===== config.mk =====
export PLATFORM = sky130hd
export DESIGN_NAME = bfa_scan
export DESIGN_NICKNAME = d
export VERILOG_FILES = /design/src/hdl/bfa_pkg.sv /design/src/hdl/bfa_scan.sv
export SDC_FILE = /design/constraint.sdc
export NUM_CORES = 1
export LEC_CHECK = 0
export BUFFER_PORTS_ARGS = -buffer_cell sky130_fd_sc_hd__buf_2
export CORE_MARGIN = 10
export CORE_UTILIZATION = 50
export DETAILED_ROUTE_END_ITERATION = 16
export MAX_ROUTING_LAYER = met4
export PLACE_DENSITY = 0.78
export SETUP_SLACK_MARGIN = 0.1
export SKIP_LAST_GASP = 1
export SLEW_MARGIN = 40
export SYNTH_ARGS = -nofsm -noshare
export SYNTH_HDL_FRONTEND = slang
export SYNTH_SLANG_ARGS = --single-unit

===== constraint.sdc =====
create_clock -name vclk -period 6.82
set_input_delay 1.023 -clock vclk [all_inputs]
set_output_delay 1.023 -clock vclk [all_outputs]
set_load 0.05 [all_outputs]

===== src/hdl/bfa_pkg.sv =====
// Shared types, constants and codes of the bitmap frame allocator.
`default_nettype none
package bfa_pkg;

  localparam int WORD_BITS    = 64;
  localparam int BITMAP_WORDS = 1024;

  localparam int INDEX_W   = 16;
  localparam int LIMIT_W   = 17;
  localparam int BIT_IDX_W = $clog2(WORD_BITS);
  localparam int ADDR_W    = (BITMAP_WORDS > 1) ? $clog2(BITMAP_WORDS) : 1;
  localparam int SUM_W     = (((ADDR_W + BIT_IDX_W) > LIMIT_W) ?
                              (ADDR_W + BIT_IDX_W) : LIMIT_W) + 1;

  localparam int CAPACITY   = WORD_BITS * BITMAP_WORDS;
  localparam int INDEX_SPAN = 1 << INDEX_W;
  localparam int LIMIT_MAX  = (CAPACITY < INDEX_SPAN) ? CAPACITY : INDEX_SPAN;

  localparam int GROUP_BITS = 8;
  localparam int NGROUP     = WORD_BITS / GROUP_BITS;
  localparam int GSEL_W     = (NGROUP > 1) ? $clog2(NGROUP) : 1;

  localparam logic [WORD_BITS-1:0] WORD_FULL = {WORD_BITS{1'b1}};

  typedef enum logic [1:0] {
    OP_MARK_USED = 2'd0,
    OP_MARK_FREE = 2'd1,
    OP_TEST      = 2'd2,
    OP_FIND      = 2'd3
  } op_t;

  typedef enum logic [1:0] {
    ST_OK        = 2'd0,
    ST_RANGE     = 2'd1,
    ST_NONE_FREE = 2'd2
  } status_t;

  typedef struct packed {
    logic [1:0]         op;
    logic [INDEX_W-1:0] frame_index;
  } req_t;

  typedef struct packed {
    logic               is_used;
    logic [INDEX_W-1:0] free_index;
    logic [1:0]         status;
  } rsp_t;

  typedef struct packed {
    logic                 any;
    logic                 last;
    logic [BIT_IDX_W-1:0] bit_idx;
  } scan_t;

endpackage
`default_nettype wire


===== src/hdl/bfa_scan.sv =====
// Word scanner: masks a bitmap word to the frame limit and finds its lowest free bit.
`default_nettype none
module bfa_scan
  import bfa_pkg::*;
(
  input  wire logic [WORD_BITS-1:0] word,
  input  wire logic [SUM_W-1:0]     base,
  input  wire logic [LIMIT_W-1:0]   limit,
  output scan_t                     info
);

  logic [SUM_W-1:0]      lim_x;
  logic [SUM_W-1:0]      rem;
  logic [WORD_BITS-1:0]  valid_mask;
  logic [WORD_BITS-1:0]  free_bits;
  logic [NGROUP-1:0]     grp_any;
  logic [GSEL_W-1:0]     gsel;
  logic [GROUP_BITS-1:0] grp_bits;
  logic [BIT_IDX_W-1:0]  bsel;

  assign lim_x = SUM_W'(limit);
  assign rem   = lim_x - base;

  always_comb begin
    if (base >= lim_x) begin
      valid_mask = '0;
    end else if (rem >= SUM_W'(WORD_BITS)) begin
      valid_mask = WORD_FULL;
    end else begin
      valid_mask = WORD_FULL >> (SUM_W'(WORD_BITS) - rem);
    end
  end

  assign free_bits = ~word & valid_mask;

  always_comb begin
    for (int g = 0; g < NGROUP; g++) begin
      grp_any[g] = |free_bits[g*GROUP_BITS +: GROUP_BITS];
    end
  end

  always_comb begin
    gsel = '0;
    for (int g = NGROUP - 1; g >= 0; g--) begin
      if (grp_any[g]) begin
        gsel = GSEL_W'(g);
      end
    end
  end

  assign grp_bits = free_bits[gsel*GROUP_BITS +: GROUP_BITS];

  always_comb begin
    bsel = '0;
    for (int b = GROUP_BITS - 1; b >= 0; b--) begin
      if (grp_bits[b]) begin
        bsel = BIT_IDX_W'(b);
      end
    end
  end

  assign info.any     = |grp_any;
  assign info.last    = (base + SUM_W'(WORD_BITS)) >= lim_x;
  assign info.bit_idx = BIT_IDX_W'(gsel * GROUP_BITS) + bsel;

endmodule
`default_nettype wire


==> flow_summary_export.csv, run 1 <==
group,metric,value,unit
yosys,synth_top_area_share,9.585,%
outcome,outcome,"stopped before the end",
global_routing,grt_use_total,65.67,%
yosys,synth-xor-area-share,4.766,%
yosys,yosys_warnings,0,
yosys,synth_seq_area_share,0,%
global_routing,grt_pass1_vias,10520,
placed_design,placed_cells,1192,
placed_design,post-place-ws,-1132,ps
placed_design,placed_area,7420,um^2
yosys,synth_compound_area_share,46.03,%
yosys,syn_nets,870,
outcome,stop_stage,"5_1_grt",
global_routing,overflow,13,
die,dieWidth,117.0,um
yosys,synth_top_family_by_area,"compound AO/OA/AOI/OAI gates",
global_routing,grt_pass1_wl,65.56,mm
yosys,avgSynthCellArea,6.403,um^2
placed_design,portBuffers,107,
yosys,yosys.area_share.simple,31.23,%
yosys,yosysUniqueCellTypes,84,
yosys,yosys.area.top_type,"ha_1",
die,rows,35,
placed_design,dp_hpwl,21.58,mm
die,die_y,117.0,um
yosys,ys_top_cells_by_area,"ha_1 9.6%, a21oi_1 8.2%, o21ai_0 5.9%, nor2_1 4.6%, nand2_1 4.2%",
yosys,yosysMostFrequentCell,"a21oi_1",
yosys,syn_area,4700,um^2
yosys,synthTopCellsByCount,"77 x a21oi_1, 58 x nor2_1, 55 x o21ai_0, 53 x nand2_1, 45 x inv_1",
yosys,netlist_instances,734,
placed_design,place.gp.congestion,1.299,
yosys,synthMuxAreaShare,1.092,%
outcome,firstError,"[ERROR GRT-0116] Global routing finished with congestion. Check the congestion regions in the DRC Viewer.",
clocking,cts_hold_buf,0,
die,start_util,51.10,%
die,io_pins,107,
global_routing,grt_max_degree,21,
yosys,synthAdderAreaFrac,10.01,%
## repair_timing
| item | in CTS |
|---|---|
| pin swaps | 37 |
| setup buffers | 17 |
| gates resized for setup | 99 |
| endpoints found under the setup margin | 7 |
| hold endpoints to repair | 0 |
## cells by family after synthesis
group	after synthesis
AND/OR/NAND/NOR	278
XOR/XNOR	24
adder cells (fa/ha/maj)	37
buffers and inverters	78
multiplexers	5
AO/OA/AOI/OAI	312
## layer usage
layer / GRT overflow / GRT usage, %
met5: - / -
met4: 5 / 60.96
met3: 2 / 60.50
met2: 6 / 75.74
met1: 0 / 62.42
## metrics by stage
step                      TNS, ps  util (%)
after CTS                   -2029     86.60
after global placement      -2568     80.68
after floorplan             -1835         -
after detailed placement    -3889     80.68
==> run 2, diff against run 1 <==
--- a/config.mk
+++ b/config.mk
@@ -7,11 +7,9 @@
 export LEC_CHECK = 0
 export BUFFER_PORTS_ARGS = -buffer_cell sky130_fd_sc_hd__buf_2
 export CORE_MARGIN = 10
-export CORE_UTILIZATION = 50
+export CORE_UTILIZATION = 35
 export DETAILED_ROUTE_END_ITERATION = 16
-export MAX_ROUTING_LAYER = met4
-export PLACE_DENSITY = 0.78
-export SETUP_SLACK_MARGIN = 0.1
+export PLACE_DENSITY_LB_ADDON = 0.15
 export SKIP_LAST_GASP = 1
 export SLEW_MARGIN = 40
 export SYNTH_ARGS = -nofsm -noshare
==> constraint.sdc (replaced) <==
create_clock -name vclk -period 8.9
set_input_delay 1.335 -clock vclk [all_inputs]
set_output_delay 1.335 -clock vclk [all_outputs]
set_load 0.05 [all_outputs]
==> run 2 against run 1 <==
The flow now finishes without violations. Synthesized area stayed put. Synthesized cell count unchanged.
==> flow_summary_export.csv, run 2 <==
group,metric,value,unit
global_routing,antenna_found_initial,0,
clocking,cts_hold_buf,0,
detailed_routing,wl_met1,11.52,mm
critical_path,crit_type,"in -> out",
die,start_util,35.63,%
placed_design,post-place-ws,5.219,ps
placed_design,placed_cells,1048,
die,io_pins,107,
critical_path,cp-end-kind,"output port",
yosys,synth_compound_area_share,46.03,%
global_routing,overflow,0,
outcome,outcome,"complete, no violations",
die,dieWidth,135.9,um
power_and_ir_drop,worst_ir_drop_vdd,0.00004290,V
critical_path,arrival,7340,ps
detailed_routing,wl_per_cell,25.25,um
global_routing,grt_pass1_vias,6564,
die,die_area,18460,um^2
timing,maxSlewHeadroom,40.99,%
yosys,syn_area,4700,um^2
detailed_routing,ant_nets,0,
cells_and_area,layout_commonest_cell,"buf_2",
cells_and_area,clockBufferCount,0,
detailed_routing,top_layer_used,"met4",
cells_and_area,drive_gt1_share,24.86,%
timing,slew_violations,0,
power_and_ir_drop,p_total,0.6638,mW
detailed_routing,drc,0,
hold_path,hold_class,"in -> out",
yosys,netlist_instances,734,
yosys,avgSynthCellArea,6.403,um^2
detailed_routing,drt_pass1_iterations,6,
yosys,synthAdderAreaFrac,10.01,%
yosys,synthTopCellsByCount,"77 x a21oi_1, 58 x nor2_1, 55 x o21ai_0, 53 x nand2_1, 45 x inv_1",
yosys,ys_top_cells_by_area,"ha_1 9.6%, a21oi_1 8.2%, o21ai_0 5.9%, nor2_1 4.6%, nand2_1 4.2%",
yosys,yosysMostFrequentCell,"a21oi_1",
detailed_routing,via_per_inst,6.619,
cells_and_area,fillers,1393,
detailed_routing,drtIter0Drc,972,
timing,setup_viol,0,
placed_design,portBuffers,107,
global_routing,grt_use_total,27.04,%
yosys,yosys.area.top_type,"ha_1",
cells_and_area,area_growth,25.67,%
job,cap_violations,0,
timing,fin_ws,220.4,ps
die,die_y,135.9,um
placed_design,dp_hpwl,22.23,mm
cells_and_area,seq_cells,0,
die,rows,42,
detailed_routing,wl_met3,2.847,mm
yosys,synth_seq_area_share,0,%
yosys,yosysUniqueCellTypes,84,
timing,fmax,0.1152,GHz
global_routing,grt_max_degree,23,
cells_and_area,antenna_cells_inserted,0,
yosys,synth_top_area_share,9.585,%
yosys,yosys.area_share.simple,31.23,%
cells_and_area,layoutNonFillerInstCount,1049,
critical_path,critPathLaunchType,"primary input",
timing,tightest_slew,878.9,ps
global_routing,grt_pass1_wl,39.61,mm
yosys,yosys_warnings,0,
yosys,synthMuxAreaShare,1.092,%
detailed_routing,vias,6943,
timing,finalCritPeriodShare,97.52,%
yosys,synth-xor-area-share,4.766,%
critical_path,crit_path_max_fanout,15,
power_and_ir_drop,total_leakage_power,2.607,nW
yosys,synth_top_family_by_area,"compound AO/OA/AOI/OAI gates",
timing,hold_viol,0,
timing,layout_min_cycle_time,8680,ps
cells_and_area,nets,1011,
cells_and_area,seq_area,0,um^2
placed_design,place.gp.congestion,1.046,
power_and_ir_drop,powerDensity,112.4,nW/um^2
die,core,13190,um^2
critical_path,crit_required,7570,ps
timing,hold_slack,3334,ps
detailed_routing,met2_length,11.38,mm
yosys,syn_nets,870,
cells_and_area,layout_common_cells,"105 x buf_2, 76 x a21oi_1, 63 x buf_4",
detailed_routing,postRouteWirelength,26.49,mm
-- run 2: cell counts after synthesis --
Identical to the previous run, type by type.
-- run 2: repair_timing --
| action | CTS | global route |
|---|---|---|
| pin swaps | 0 | 4 |
| setup endpoints to repair | 1 | 3 |
| resized for setup | 1 | 22 |
| buffers inserted | 0 | 1 |
-- run 2: stage by stage --
step	util (%)	TNS, ps	cell area [um^2]
2_1_floorplan	-	0	4705
3_3_place_gp	43.98	-416.8	5801
3_5_place_dp	43.99	0	5802
4_1_cts	44.02	0	5807
5_1_grt	44.77	-8.087	5906
6_report	44.77	0	5906
-- run 2: area by class of cell --
cell class                      count  area [um^2]  share of cell area [%]
Tap cell                          176        220.2                   3.729
Inverter                           46        172.7                   2.924
Multi-Input combinational cell    656         4476                   75.78
Timing Repair Buffer              171         1037                   17.56
-- run 2: worst paths after layout --
path / from / end / slack, ps / depth (start not counted)
max: limit[0] / info[1] / 220 / 25
min: limit[16] / info[6] / 3330 / 5
-- run 2: kinds of logic after synthesis --
group | after synthesis
AOI/OAI and AO/OA | 312
and+or+nand+nor | 278
buffers and inverters | 78
adders and majority gates | 37
xor gates and xnor gates | 24
muxes | 5
-- run 2: metal layers --
metal	GRT usage, %	vias to the layer above
li1	-	3129
met1	38.54	3240
met2	42.14	511
met3	3.875	63
met4	5.266	0
met5	0	-
-- run 2: critical path, stage by stage --
cell and delay (ps):
buf_2 90, inv_1 40, ha_1 210, fa_1 410
nand2b_1 190, a211o_4 380, a2111o_1 400, a31oi_2 220
a2bb2o_4 240, or4_4 460, or2_4 340, nor2_8 150
a21oi_1 110, o31a_1 350, o41ai_4 410, buf_6 240
nand2_1 170, a2111oi_2 420, buf_4 190, a311o_1 170
o21ai_1 90, a21o_1 160, and2_1 150, a21oi_1 110
buf_2 280
-- run 2: where the power goes --
group / internal [mW] / switching, mW
clock network: 0 / 0
registers: 0 / 0
logic: 0.229 / 0.435
Note: power is estimated with default switching activity, not from simulation.
==> run 3, diff against run 2 <==
==> constraint.sdc (replaced) <==
create_clock -name vclk -period 8.9
set_input_delay 0.445 -clock vclk [all_inputs]
set_output_delay 0.445 -clock vclk [all_outputs]
set_load 0.05 [all_outputs]
==> run 3 against run 2 <==
Routed wire length shrank 3.9%. Power shrank 8.2%. Non-clock buffer count shrank 46. First-iteration DRC count shrank 8.7%. Critical path type unchanged. Critical endpoint is now info[0].
==> flow_summary_export.csv, run 3 (synthesis gave the netlist of run 2 again) <==
group,metric,value,unit
outcome,outcome,"complete, no violations",
critical_path,critPathLaunchType,"primary input",
timing,rsz0062_at_grt,"no",
cells_and_area,antenna_cells_inserted,0,
timing,maxSlewHeadroom,36.02,%
cells_and_area,final_util,41.49,%
cells_and_area,drive_gt1_share,19.11,%
critical_path,arrival,7490,ps
hold_path,whs_path_depth,5,
cells_and_area,seq_cells,0,
detailed_routing,vias,6832,
critical_path,cp-end-kind,"output port",
clocking,post_cts_buffers,0,
detailed_routing,via_per_inst,6.812,
timing,setup_viol,0,
critical_path,crit_path_max_fanout,20,
cells_and_area,clockBufferCount,0,
placed_design,place.gp.congestion,1.042,
cells_and_area,layout_common_cells,"108 x buf_2, 77 x a21oi_1, 58 x nor2_1",
die,die_area,18460,um^2
global_routing,grt_pass1_wl,38.54,mm
cells_and_area,nets,965,
detailed_routing,drtIter0Drc,887,
timing,fmax,0.1260,GHz
timing,hold_slack,1549,ps
die,dieWidth,135.9,um
clocking,cts_resized,0,
timing,hold_viol,0,
job,cap_violations,0,
power_and_ir_drop,powerDensity,111.4,nW/um^2
power_and_ir_drop,worst_ir_drop_vdd,0.00003993,V
timing,finalCritPeriodShare,89.17,%
cells_and_area,multi_input_area,4412,um^2
global_routing,grtUsageMet1,37.80,%
global_routing,grt_max_degree,26,
clocking,cts_hold_buf,0,
hold_path,hold_path_startpoint,"limit[16]",
placed_design,dp_hpwl,21.24,mm
die,die_y,135.9,um
critical_path,crit_type,"in -> out",
die,start_util,35.63,%
global_routing,grt_pass1_vias,6328,
global_routing,overflow,0,
timing,layout_min_cycle_time,7936,ps
detailed_routing,wl_per_cell,25.39,um
hold_path,worstHoldEndpoint,"info[6]",
detailed_routing,postRouteWirelength,25.46,mm
cells_and_area,fillers,1504,
die,io_pins,107,
hold_path,hold_class,"in -> out",
die,core,13190,um^2
critical_path,crit_required,8460,ps
timing,setup-tns-final,0,ps
detailed_routing,drc,0,
global_routing,antenna_found_initial,1,
placed_design,portBuffers,107,
global_routing,grt_util_met2,39.20,%
power_and_ir_drop,total_leakage_power,2.387,nW
global_routing,busiest_layer,"met2",
cells_and_area,seq_area,0,um^2
timing,tightest_slew,947.6,ps
global_routing,use_met3,4.797,%
die,rows,42,
detailed_routing,drt_pass1_iterations,5,
power_and_ir_drop,p_total,0.6095,mW
timing,slew_violations,0,
detailed_routing,ant_nets,0,
cells_and_area,layout_commonest_cell,"buf_2",
cells_and_area,area_growth,16.45,%
global_routing,grt_use_total,26.09,%
==> run 3: metal layers <==
metal  part of all wire (%)  vias up
met5                  0.059        -
met4                    3.3        2
met3                     11       72
met2                     41      488
met1                     44     3236
li1                       -     3034
==> run 3: worst max-delay path, cell delays in order <==
cell	delay (ps)
buf_2	90
inv_1	40
ha_1	210
fa_1	400
nand2b_1	190
a211o_1	380
and3_1	240
nor2_1	260
o21bai_1	230
or3_1	420
o21ai_0	330
o211a_1	660
a21oi_1	360
a21o_1	310
o2111a_1	380
nand2_1	340
nand3_1	200
o311ai_0	870
buf_4	230
o211ai_1	100
a21oi_1	200
o211ai_1	130
a31oi_1	170
buf_2	280
==> run 3: final cells by class <==
class / count / area share (%)
multi-input cells: 656 / 80.61
repair buffers: 125 / 12.21
well taps: 176 / 4.024
inverters: 46 / 3.155
==> run 3: power by group <==
part / switching, mW / internal, mW
Clock: 0 / 0
Sequential: 0 / 0
Combinational: 0.422 / 0.188
Total: 0.422 / 0.188
==> run 3: worst max-delay path by stage <==
| stage | startpoint | to | slack (ps) | depth (start not counted) |
|---|---|---|---|---|
| floorplan | limit[0] | info[2] | 1640 | 25 |
| global placement | base[0] | info[0] | 970 | 22 |
| detailed placement | limit[0] | info[0] | 1260 | 24 |
| CTS | limit[0] | info[0] | 1250 | 24 |
| global route | limit[0] | info[0] | 700 | 24 |
| finish | limit[0] | info[0] | 960 | 24 |
==> run 3: metrics by stage <==
stage / cells / setup WS (ps) / cell area (um^2)
5_1_grt: 1003 / 702.7 / 5473
3_5_place_dp: 1003 / 1263 / 5465
4_1_cts: 1003 / 1251 / 5465
3_3_place_gp: 1000 / 965.7 / 5423
2_1_floorplan: 734 / 1644 / 4700
6_report: 1003 / 963.6 / 5473
==> run 4, diff against run 3 <==
--- a/config.mk
+++ b/config.mk
@@ -5,6 +5,7 @@
 export SDC_FILE = /design/constraint.sdc
 export NUM_CORES = 1
 export LEC_CHECK = 0
+export ABC_AREA = 1
 export BUFFER_PORTS_ARGS = -buffer_cell sky130_fd_sc_hd__buf_2
 export CORE_MARGIN = 10
 export CORE_UTILIZATION = 35
==> run 4 against run 3 <==
Combinational power decreased by 16%. Synthesized area increased by 10%. Global-route usage decreased by 7.4 points. Critical path type unchanged. Sequential share of layout area unchanged. Count of clock-buffer cells in the layout unchanged. Critical endpoint is now info[1]. Routed wire length decreased by 23%. Largest cell class unchanged. Via count decreased by 3.0%. First-iteration DRC count decreased by 25%. Die area increased by 8.9%. Sequential cell count unchanged. Non-clock buffer count decreased by 15.
==> flow_summary_export.csv, run 4 <==
group,metric,value,unit
outcome,outcome,"complete, no violations",
cells_and_area,seq_area,0,um^2
critical_path,cp-startpoint,"limit[0]",
yosys,yosys_warnings,0,
die,rows,44,
yosys,synthTopCellsByCount,"323 x nand2_1, 144 x inv_1, 112 x nand3_1, 100 x nor2_1, 46 x a21oi_1",
yosys,ys_top_cells_by_area,"nand2_1 23%, nand3_1 11%, inv_1 10%, ha_1 8.7%, nor2_1 7.2%",
cells_and_area,fin_area,5856,um^2
yosys,yosys.area.top_type,"nand2_1",
yosys,avgSynthCellArea,5.103,um^2
timing,setup_viol,0,
timing,slew_violations,0,
yosys,synth_compound_area_share,13.43,%
critical_path,slowest_delay,520,ps
die,die_y,141.8,um
global_routing,overflow,0,
placed_design,dp_hpwl,17.07,mm
detailed_routing,vias,6625,
yosys,yosysUniqueCellTypes,56,
clocking,cts_resized,0,
cells_and_area,layoutNonFillerInstCount,1292,
yosys,synthAdderAreaFrac,9.065,%
global_routing,grt_use_total,18.67,%
die,io_pins,107,
timing,tightest_slew,618.3,ps
power_and_ir_drop,worst_ir_drop_vdd,0.00004332,V
critical_path,cpMostUsedCell,"nor2_1",
timing,fmax,0.1562,GHz
detailed_routing,ant_nets,0,
detailed_routing,postRouteWirelength,19.63,mm
yosys,synth-xor-area-share,1.350,%
critical_path,endpoint,"info[1]",
timing,finalCritPeriodShare,71.92,%
cells_and_area,clockBufferCount,0,
timing,maxSlewHeadroom,58.63,%
power_and_ir_drop,total_leakage_power,3.310,nW
detailed_routing,wl_per_cell,15.20,um
timing,layout_min_cycle_time,6401,ps
cells_and_area,area_growth,12.83,%
global_routing,grt_pass1_wl,31.59,mm
hold_path,hold_class,"in -> out",
critical_path,crit_required,8460,ps
timing,hold_viol,0,
global_routing,grt_max_degree,38,
die,start_util,35.71,%
die,core,14530,um^2
critical_path,crit_path_max_fanout,20,
yosys,synthMuxAreaShare,0,%
yosys,synth_top_family_by_area,"simple AND/OR/NAND/NOR gates",
critical_path,critical-path-slowest-cell,"fa_1",
yosys,synth_top_area_share,23.36,%
cells_and_area,nets,1246,
placed_design,placed_cells,1292,
cells_and_area,layout_commonest_cell,"nand2_1",
die,die_area,20100,um^2
yosys,synth_seq_area_share,0,%
timing,setup-tns-final,0,ps
detailed_routing,via_per_inst,5.128,
placed_design,placed_area,5856,um^2
detailed_routing,drc,0,
placed_design,place.gp.congestion,1.005,
placed_design,portBuffers,107,
critical_path,critPathLaunchType,"primary input",
detailed_routing,drtIter0Drc,661,
yosys,yosysMostFrequentCell,"nand2_1",
yosys,syn_nets,1153,
clocking,cts_hold_buf,0,
yosys,yosys.area_share.simple,61.72,%
detailed_routing,drt_pass1_iterations,5,
cells_and_area,antenna_cells_inserted,0,
global_routing,antenna_found_initial,0,
hold_path,whs_path_depth,4,
cells_and_area,drive_gt1_share,19.68,%
timing,rsz0062_at_grt,"no",
yosys,syn_area,5190,um^2
global_routing,grt_pass1_vias,6201,
cells_and_area,seq_cells,0,
clocking,post_cts_buffers,0,
critical_path,crit_type,"in -> out",
yosys,netlist_instances,1017,
power_and_ir_drop,powerDensity,87.97,nW/um^2
critical_path,arrival,5960,ps
job,cap_violations,0,
die,dieWidth,141.8,um
cells_and_area,final_util,40.29,%
cells_and_area,layout_common_cells,"323 x nand2_1, 144 x inv_1, 112 x nand3_1",
critical_path,cp-end-kind,"output port",
[run 4: changes by cell type in the layout (fill, tap and decap cells not counted), sizes merged, moves of 21 or more]
cell,change
nand2,+306
o21ai,-21
nor2,+63
nor3,-28
nand3,+96
inv,+117
a21oi,-27
[run 4: critical path: cells and delay by family]
kind            cells  cell delay [ps]
simple gates       19             2650
buf+inv             7             1210
fa+ha+maj           3              870
compound gates      4              750
[run 4: power by group]
group | internal [mW] | leakage (nW) | switching [mW]
logic | 0.151 | 3.31 | 0.364
registers | 0 | 0 | 0
clock network | 0 | 0 | 0
[run 4: cell families after synthesis]
family	after synthesis
simple gates	670
buf+inv	185
compound gates	117
fa+ha+maj	37
xor+xnor	8
[run 4: cell type report]
| type | instances | area, um^2 |
|---|---|---|
| fillers | 1722 | 8678 |
| multi-input cells | 832 | 4441 |
| inverters | 166 | 626.9 |
| repair buffers | 110 | 558.0 |
| well taps | 184 | 230.2 |
[run 4: how the worst min path moves through the flow]
| stage | start | endpoint | slack, ps |
|---|---|---|---|
| floorplan | base[17] | info[6] | 1300 |
| global placement | base[16] | info[6] | 1370 |
| detailed placement | base[16] | info[6] | 1370 |
| CTS | base[16] | info[6] | 1370 |
| global route | base[16] | info[6] | 1410 |
| finish | base[16] | info[6] | 1370 |
[run 4: stage by stage]
step           hold WS, ps  setup slack (ps)  power [mW]
6_report              1369              2499      0.5151
3_3_place_gp          1373              2612      0.5116
3_5_place_dp          1368              2665      0.5058
2_1_floorplan         1297              3002      0.3870
5_1_grt               1414              1977      0.5744
4_1_cts               1372              2610      0.5085
[run 4: layer usage]
| layer | share of wire, % | GRT usage (%) | routed length, um | vias to the layer above |
|---|---|---|---|---|
| li1 | - | - | - | 3447 |
| met5 | 0 | 0 | 0 | - |
| met4 | 1.2 | 1.829 | 236 | 0 |
| met1 | 49 | 28.43 | 9650 | 2902 |
| met2 | 41 | 27.70 | 8016 | 258 |
| met3 | 8.8 | 2.503 | 1728 | 18 |
